$ cat src/sv/lzwc_pkg.sv
package lzwc_pkg;

  localparam int MAX_CODES    = 4096;
  localparam int SYMBOL_COUNT = 256;
  localparam int TABLE_DEPTH  = MAX_CODES - SYMBOL_COUNT;
  localparam int CODE_W       = $clog2(MAX_CODES);
  localparam int NFC_W        = CODE_W + 1;
  localparam int BYTE_W       = 8;
  localparam int OUT_W        = 12;
  localparam int LIMIT_W      = 13;
  localparam int ENTRY_W      = CODE_W + BYTE_W + CODE_W;

  // commands from the controller to the datapath
  typedef struct packed {
    logic clr_step;     // clear one hash slot
    logic load_in;      // capture input request
    logic set_first;    // first byte becomes the prefix
    logic start_probe;  // slot pointer <= hash of (prefix, byte)
    logic rd_slot;      // read hash slot
    logic rd_back;      // read back pointer of the slot's code
    logic next_probe;   // linear probe step
    logic hit;          // prefix <= found code
    logic miss_update;  // insert pair if room, prefix <= byte
    logic clear_stream; // dictionary reset
    logic emit;         // load the output register
    logic emit_last;
    logic in_ready;
  } cmd_t;

  typedef struct packed {
    logic clr_last;
    logic prefix_valid;
    logic eos;
    logic slot_live;
    logic back_match;
    logic key_match;
  } sts_t;

  function automatic logic [CODE_W-1:0] pair_hash(input logic [CODE_W-1:0] pre,
                                                 input logic [BYTE_W-1:0] b);
    logic [CODE_W-1:0] bx;
    bx = {b, {(CODE_W-BYTE_W){1'b0}}};
    return pre ^ bx;
  endfunction

endpackage

$ cat src/sv/lzwc_ctrl.sv
module lzwc_ctrl import lzwc_pkg::*; (
  input  logic clk,
  input  logic rst_n,
  input  sts_t sts,
  input  logic in_fire,
  input  logic out_free,
  output cmd_t cmd
);

  typedef enum logic [2:0] {
    S_CLR, S_IDLE, S_DEC, S_RD, S_CHK1, S_CHK2, S_MISS, S_EOS
  } state_t;

  state_t state_r, state_nxt;

  always_comb begin
    cmd       = '0;
    state_nxt = state_r;
    case (state_r)
      S_CLR: begin
        cmd.clr_step = 1'b1;
        if (sts.clr_last) state_nxt = S_IDLE;
      end
      S_IDLE: begin
        cmd.in_ready = 1'b1;
        if (in_fire) begin
          cmd.load_in = 1'b1;
          state_nxt   = S_DEC;
        end
      end
      S_DEC: begin
        if (!sts.prefix_valid) begin
          cmd.set_first = 1'b1;
          state_nxt     = sts.eos ? S_EOS : S_IDLE;
        end else begin
          cmd.start_probe = 1'b1;
          state_nxt       = S_RD;
        end
      end
      S_RD: begin
        cmd.rd_slot = 1'b1;
        state_nxt   = S_CHK1;
      end
      S_CHK1: begin
        if (sts.slot_live) begin
          cmd.rd_back = 1'b1;
          state_nxt   = S_CHK2;
        end else begin
          state_nxt = S_MISS;
        end
      end
      S_CHK2: begin
        if (sts.back_match && sts.key_match) begin
          cmd.hit   = 1'b1;
          state_nxt = sts.eos ? S_EOS : S_IDLE;
        end else if (sts.back_match) begin
          cmd.next_probe = 1'b1;
          state_nxt      = S_RD;
        end else begin
          state_nxt = S_MISS;
        end
      end
      S_MISS: begin
        if (out_free) begin
          cmd.emit        = 1'b1;
          cmd.miss_update = 1'b1;
          state_nxt       = sts.eos ? S_EOS : S_IDLE;
        end
      end
      S_EOS: begin
        if (out_free) begin
          cmd.emit         = 1'b1;
          cmd.emit_last    = 1'b1;
          cmd.clear_stream = 1'b1;
          state_nxt        = S_IDLE;
        end
      end
      default: state_nxt = S_IDLE;
    endcase
  end

  always_ff @(posedge clk) begin
    if (!rst_n) begin
      state_r <= S_CLR;
    end else begin
      state_r <= state_nxt;
    end
  end

endmodule

$ cat config.mk
export PLATFORM = sky130hd
export DESIGN_NAME = lzwc_ctrl
export DESIGN_NICKNAME = d
export VERILOG_FILES = /design/src/sv/lzwc_pkg.sv /design/src/sv/lzwc_ctrl.sv
export SDC_FILE = /design/constraint.sdc
export NUM_CORES = 1
export LEC_CHECK = 0
export BUFFER_PORTS_ARGS = -buffer_cell sky130_fd_sc_hd__buf_2
export CORE_AREA = 2 2 39 41
export CTS_CLUSTER_DIAMETER = 200
export DETAILED_ROUTE_END_ITERATION = 7
export DIE_AREA = 0 0 41 43
export RECOVER_POWER = 100
export SLEW_MARGIN = 30
export SYNTH_ARGS = -nofsm -noshare
export SYNTH_HDL_FRONTEND = slang
export SYNTH_SLANG_ARGS = --single-unit
$ cat constraint.sdc
create_clock -name clk -period 1.1 [get_ports clk]
set_input_delay 0.11 -clock clk [delete_from_list [all_inputs] [get_ports clk]]
set_output_delay 0.11 -clock clk [all_outputs]
set_load 0.05 [all_outputs]
; After elaboration in Yosys (flattened, before gate mapping)
; Index checks and enable logic that the tools add are counted.
; W data, S select, Z words.
[totals]
reg_bits = 3
output_inout_bits = 13
in_bits = 10
[op_classes]
muxes = 30
n_reduce_logical = 3
n_eq_ne = 11
[ops]
columns = operator, count
row1 = $mux W3, 9
row2 = $pmux W3 S8, 1
row3 = $mux W1, 16
row4 = $eq A3 B3 Y1 const B, 4
row5 = $ne A2 B2 Y1 const B, 4
row6 = $eq A3 B2 Y1 const B, 2
row7 = $mux W2, 3
row8 = $reduce_and A4 Y1, 1
row9 = $eq A3 B1 Y1 const B, 1
row10 = $logic_not A3 Y1, 1
row11 = $pmux W1 S2, 1
row12 = $logic_and A1 B1 Y1, 1

; Logic depth before layout (Yosys ltp)
; Gate-level depths: netlist of run 1.
[logic_depth]
ltp_word = 3
depth_mapped = 6
mapped_depth_nobuf = 4

; Least setup slack after synthesis of run 1
; No wires, ideal clock.
[synth_path]
path_kind = register -> output
start = reg state_r[2]
end = out cmd[11] (netlist name)
required_time_ns = 0.990
setup_slack_ns = -0.813
arrival_ns = 1.803
path_buffers = 2
stages_incl_launch_ff = 5
path_cell_list = dfxtp_1 > buf_4 > buf_4 > nor2_1 > and2_1
[synth_rtl]
columns = item, line
row1 = from (decl), lzwc_ctrl.sv:14  ; state_t state_r, state_nxt;
row2 = from (signal assigned), lzwc_ctrl.sv:86  ; state_r <= state_nxt;
row3 = to (decl), lzwc_ctrl.sv:7  ; output cmd_t cmd

==> results.yml, run 1 <==
outcome:
  status: "finished, violations left"
  failed_checks: "setup timing"
synthesis:
  netlist.area_leader.share_pct: 14.9
  synth_cells: 55
  postSynthAreaPerCell_sq_um: 7.33
  synth_area_leaders: "dfxtp_1, buf_4, nor3_1"
  yosysSeqAreaShare_pct: 14.9
  yosysTopAreaCell: "dfxtp_1"
  netlist_area_sq_um: 403
  ys_types: 27
  ys_warn_count: 0
  synth_ff_type: "dfxtp_1"
  asyncSetResetFlopFracSynth_pct: 0
  synth_edf_count: 0
  mappedNetlistNets: 65
  ys_ff_latch: 3
placement:
  io_buffers: 22
  hpwl_um: 859
  postPlaceCellArea_sq_um: 634
  dp_cells: 97
  gp_congestion: 0.746
  post-place-ws_ps: -110
floorplanning:
  coreArea_sq_um: 1380
  dieArea_sq_um: 1760
  pin_count: 23
  die_h_um: 43
  initial_core_util_pct: 29.1
  die_x_um: 41
  rows: 14
timing:
  setup_tns_ps: -1530
  setup_viol: 14
  skew_ps: 1.96
  final.period_utilization_pct: 114
  grt_setup_unrepaired: "yes"
  hold_viol: 0
  clock.fmax_ghz: 0.794
  period_minus_slack_ps: 1260
  worstMarginPinSlew_ps: 236
  setup_slack_ps: -159
  drv_slew: 0
  slew_headroom_pct: 84.3
layout:
  fin_area_sq_um: 862
  drive_gt1_share_pct: 70.8
  final_cells: 105
  largest_register_ffs: 3
  fill_cells: 122
  top_register: "state_r"
  largestRegisters: "state_r: 3 flops"
  area_delta_synth_final_pct: 114
  final_nets: 100
  antenna_cells: 0
detailed_routing:
  vias: 514
  drc_errors: 0
  dr.first_iter.drc_count: 8
  firstDrtPassIters: 4
  via_per_inst: 4.90
  ant_nets: 0
  wl_mm: 1.20
  routedWlPerCell_um: 11.4
grt:
  grt_antenna_before_repair: 0
  grt_pass1_wl_mm: 1.95
  grt_pass1_vias: 469
  grt_use_total_pct: 15.9
  grt_max_degree: 9
  grt_overflow: 0
min_path:
  hold_class: "in2reg"
clocking:
  cts.sinks: 3
  cts_tree: "done"
  path_clk_slew_ps: 40
  cts-root-buf: "clkbuf_4"
  htreeDepth: 1
  cts_max_path_buffers: 2
  holdBufCountCts: 0
  clkLatencyLatePin_ps: 230
  numCtsBuffers: 3
critical_path:
  setup.worst_path.end_class: "primary output"
  critPathSlowestCell: "dfxtp_4"
  critPathRequiredTime_ps: 990
  regToRegSetupSlack_ps: -70
  path_cells: "nand2b_4 -> nor3_4 -> buf_6"
  arrival_ps: 1150
  start_kind: "flip-flop"
  slowest_delay_ps: 360
  path_class: "reg2out"
  path_max_fanout: 6
power:
  vdd_drop_max_mv: 0.573
  p_leak_nw: 0.398
  p_per_area_nw_per_um2: 696
job:
  maxCapViolations: 0
-- timing repair --
item                                    in CTS  in global routing
pin swaps                                    7                  7
endpoints found under the setup margin      16                 15
buffers inserted                             3                  2
gates cloned                                 0                  0
resized for setup                           46                 10
-- through the flow --
step	hold WS, ps	util [%]	power (mW)
floorplan	219	-	0.293
global placement	354	45.8	0.358
detailed placement	361	45.8	0.360
CTS	119	59.3	0.597
global route	117	62.3	0.642
finish	124	62.3	0.600
-- power breakdown --
part	switching [mW]	internal, mW	total, mW	leakage [nW]
registers	0.0148	0.115	0.130	0.0264
logic	0.154	0.129	0.284	0.356
clock network	0.0507	0.136	0.186	0.0150
-- routing by layer --
metal  wire, um  vias up  global-route usage [%]
met5          0        -                       0
met4          0        0                    2.00
met3         70        0                    5.24
met2        604       17                    24.4
met1        522      233                    21.6
li1           -      264                       -
-- layout make-up --
class / instances / area [sq um] / area share, %
repair buffers: 36 / 342 / 39.6
inverters: 2 / 7.51 / 0.871
well taps: 16 / 20.0 / 2.32
clock buffers: 4 / 26.3 / 3.05
flip-flops and latches: 3 / 68.8 / 7.98
multi-input cells: 44 / 398 / 46.2
-- layout by cell type, fill, tap and decap left out, types with 2 or more instances in the layout --
| cell | instances |
|---|---|
| buf_6 | 15 |
| buf_2 | 9 |
| buf_4 | 7 |
| buf_8 | 5 |
| nor2_4 | 4 |
| nor3_4 | 4 |
| a21oi_1 | 4 |
| clkbuf_4 | 3 |
| nand2_1 | 2 |
| and3_4 | 2 |
| inv_1 | 2 |
| nand2_4 | 2 |
| and2_4 | 2 |
| o21ai_0 | 2 |
| o22ai_1 | 2 |
| dfxtp_4 | 2 |
-- final timing paths --
| kind | cells past startpoint | to | from |
|---|---|---|---|
| worst max-delay path | 3 | cmd[6] | state_r[1] |
| worst min-delay path | 3 | state_r[1] | rst_n |
| worst max register to register | 6 | state_r[2] | state_r[1] |
| worst min register to register | 2 | state_r[1] | state_r[0] |
-- cells by family after synthesis --
family	after synthesis	synth area share, %
buf+inv	8	15.8
mux	1	2.48
compound gates	17	29.2
flops	3	14.9
simple gates	26	37.6
-- synth_stat cells, types with 2 or more instances --
library cell,number
nand2_1,5
nor2_1,5
nor3_1,5
a21oi_1,4
buf_4,4
and3_1,3
dfxtp_1,3
o21ai_0,3
and2_1,2
inv_1,2
nor2b_1,2
o22ai_1,2
-- worst max-delay path, delay by kind of cell (launching register included) --
family | cells | cell delay [ps]
buf+inv | 1 | 180
flops | 1 | 360
simple gates | 2 | 380
No activity file was read; power rests on OpenSTA's default activity.
==> inputs of run 2 (changes only) <==
Settings changed: ABC_AREA set to 1, HOLD_SLACK_MARGIN set to 0.1.
==> run 2 against run 1 <==
The run still ends with setup timing left. Sequential power up 66%. Maximum frequency decreased by 1.9%. Synthesized cell count is 35% higher. First-iteration DRC count down 25%. Count of clock-buffer cells in the layout stayed put. Die area unchanged. Area after synthesis rose by 3.4%. Largest power group unchanged. Highest routed layer is now met4.
==> results.yml, run 2 <==
power:
  p_per_area_nw_per_um2: 1980
  swShare_pct: 52.2
  p_clk_share_pct: 12.0
  internal_power_mw: 0.808
  p_seq_share_pct: 12.8
  p_leak_nw: 0.420
  p_total_mw: 1.69
  vdd_drop_max_mv: 1.55
  p_switching_mw: 0.882
  pwr-share-comb_pct: 75.2
timing:
  final.period_utilization_pct: 117
  setup_tns_ps: -2260
  slew_headroom_pct: 87.4
  skew_ps: 3.93
  setup_slack_ps: -183
  drv_slew: 0
  period_minus_slack_ps: 1280
  hold_viol: 0
  setup_viol: 16
  clock.fmax_ghz: 0.780
  grt_setup_unrepaired: "yes"
  worstMarginPinSlew_ps: 188
clocking:
  htreeDepth: 1
  numCtsBuffers: 3
  cts_tree: "done"
  clkLatencyLatePin_ps: 240
  cts_max_path_buffers: 2
  cts-root-buf: "clkbuf_4"
  cts.sinks: 3
  path_clk_slew_ps: 40
layout:
  top_register: "state_r"
  final_nets: 120
  largest_register_ffs: 3
  fin_area_sq_um: 852
  largestRegisters: "state_r: 3 flops"
  area_delta_synth_final_pct: 105
  mostFrequentLayoutCells: "nand2_1, buf_6, inv_1, nor2_1"
  drive_gt1_share_pct: 64.2
  antenna_cells: 0
detailed_routing:
  ant_nets: 0
  wl_mm: 1.13
  drc_errors: 0
  via_per_inst: 4.35
  firstDrtPassIters: 4
  vias: 544
  dr.first_iter.drc_count: 6
  routedWlPerCell_um: 9.06
critical_path:
  reg2reg_depth: 8
  critPathRequiredTime_ps: 990
  path_class: "reg2out"
  setup.worst_path.end_class: "primary output"
  path_max_fanout: 4
  arrival_ps: 1170
  rr_startpoint: "state_r[0]"
  critPathCapture: "cmd[10]"
  startpoint: "state_r[0]"
  reg2reg_to: "state_r[1]"
  regToRegSetupSlack_ps: -170
  start_kind: "flip-flop"
placement:
  io_buffers: 22
  postPlaceCellArea_sq_um: 648
  gp_congestion: 0.829
  hpwl_um: 852
grt:
  grt_overflow: 0
  grt_max_degree: 6
  grt_use_total_pct: 15.0
  grt_pass1_wl_mm: 1.86
  grt_antenna_before_repair: 0
  grt_pass1_vias: 463
synthesis:
  yosysTopAreaCell: "nor2_1"
  synth_cells: 74
  synth_edf_count: 0
  mappedNetlistNets: 84
  synth_ff_type: "dfxtp_1"
  ys_types: 19
  ys_warn_count: 0
  asyncSetResetFlopFracSynth_pct: 0
  yosysSeqAreaShare_pct: 14.4
  netlist_area_sq_um: 417
  postSynthAreaPerCell_sq_um: 5.63
  yosysMostFrequentCell: "nor2_1"
  netlist.area_leader.share_pct: 16.2
  ys_ff_latch: 3
  synthTopCellsByCount: "nor2_1, nand2_1, inv_1"
  synth_area_leaders: "nor2_1, dfxtp_1, nand2_1"
floorplanning:
  die_h_um: 43
  rows: 14
  pin_count: 23
  initial_core_util_pct: 30.1
  die_x_um: 41
  coreArea_sq_um: 1380
  dieArea_sq_um: 1760
job:
  maxCapViolations: 0
outcome:
  failed_checks: "setup timing"
  status: "finished, violations left"
min_path:
  hold_class: "in2reg"
[run 2: changes by cell type in the layout (fill, tap and decap cells not counted), sizes merged, moves of 3 or more]
cell   change
buf        -3
nand2     +10
nor2      +18
nor3       -3
inv       +13
nand3      +6
and3       -3
[run 2: routing by layer]
metal	up-vias	GRT usage, %	share of wire (%)
met5	-	0	0
met3	2	1.57	5.0
met1	235	20.8	41
met2	15	22.8	51
li1	292	-	-
met4	0	6.00	2.1
[run 2: power by group through the flow]
stage          Combinational, mW  Sequential, mW  Clock [mW]
2_1_floorplan              0.794           0.184           0
3_3_place_gp                1.01           0.198           0
3_5_place_dp                1.02           0.200           0
4_1_cts                     1.22           0.213       0.205
5_1_grt                     1.36           0.224       0.217
6_report                    1.27           0.216       0.202
[run 2: final cells by class]
type	instances	area, sq um
Fill cell	120	532
Multi-Input combinational cell	52	358
Timing Repair Buffer	33	297
Inverter	17	82.6
Sequential cell	3	68.8
Clock buffer	4	26.3
Tap cell	16	20.0
[run 2: through the flow]
stage / worst slack (ps) / std cells / utilization (%) / hold slack, ps
finish: -183 / 125 / 61.6 / 139
floorplan: -89.0 / 74 / - / 241
global route: -239 / 125 / 61.6 / 154
detailed placement: -100 / 116 / 46.8 / 368
CTS: -163 / 124 / 58.3 / 120
global placement: -66.9 / 116 / 46.8 / 361
[run 2: how the worst min path moves through the flow]
| stage | endpoint | slack [ps] | cells past startpoint | startpoint |
|---|---|---|---|---|
| detailed placement | state_r[2] | 370 | 3 | rst_n |
| global placement | state_r[2] | 360 | 3 | rst_n |
| floorplan | state_r[2] | 240 | 2 | rst_n |
| global route | state_r[0] | 150 | 3 | rst_n |
| CTS | state_r[2] | 120 | 3 | rst_n |
| finish | state_r[0] | 140 | 3 | rst_n |
[run 2: cells by family after synthesis]
logic type             count (synthesis)  synth area share (%)
buffers and inverters                 19                  21.9
AO/OA/AOI/OAI                          6                  9.61
AND/OR/NAND/NOR                       46                  54.1
flip-flops                             3                  14.4
[run 2: timing repair]
action                     4_1_cts  5_1_grt
setup buffers                    4        1
setup endpoints to repair       16       16
gates resized for setup         32       11
pin swaps                        8        6
cloned                           0        0
hold buffers                     0        0
[run 2: worst max-delay path, cell delays in order, from the launching register on]
cell	delay [ps]
dfxtp_2	330
buf_6	130
nor2_4	140
nand2_4	90
nor2_4	80
buf_6	160
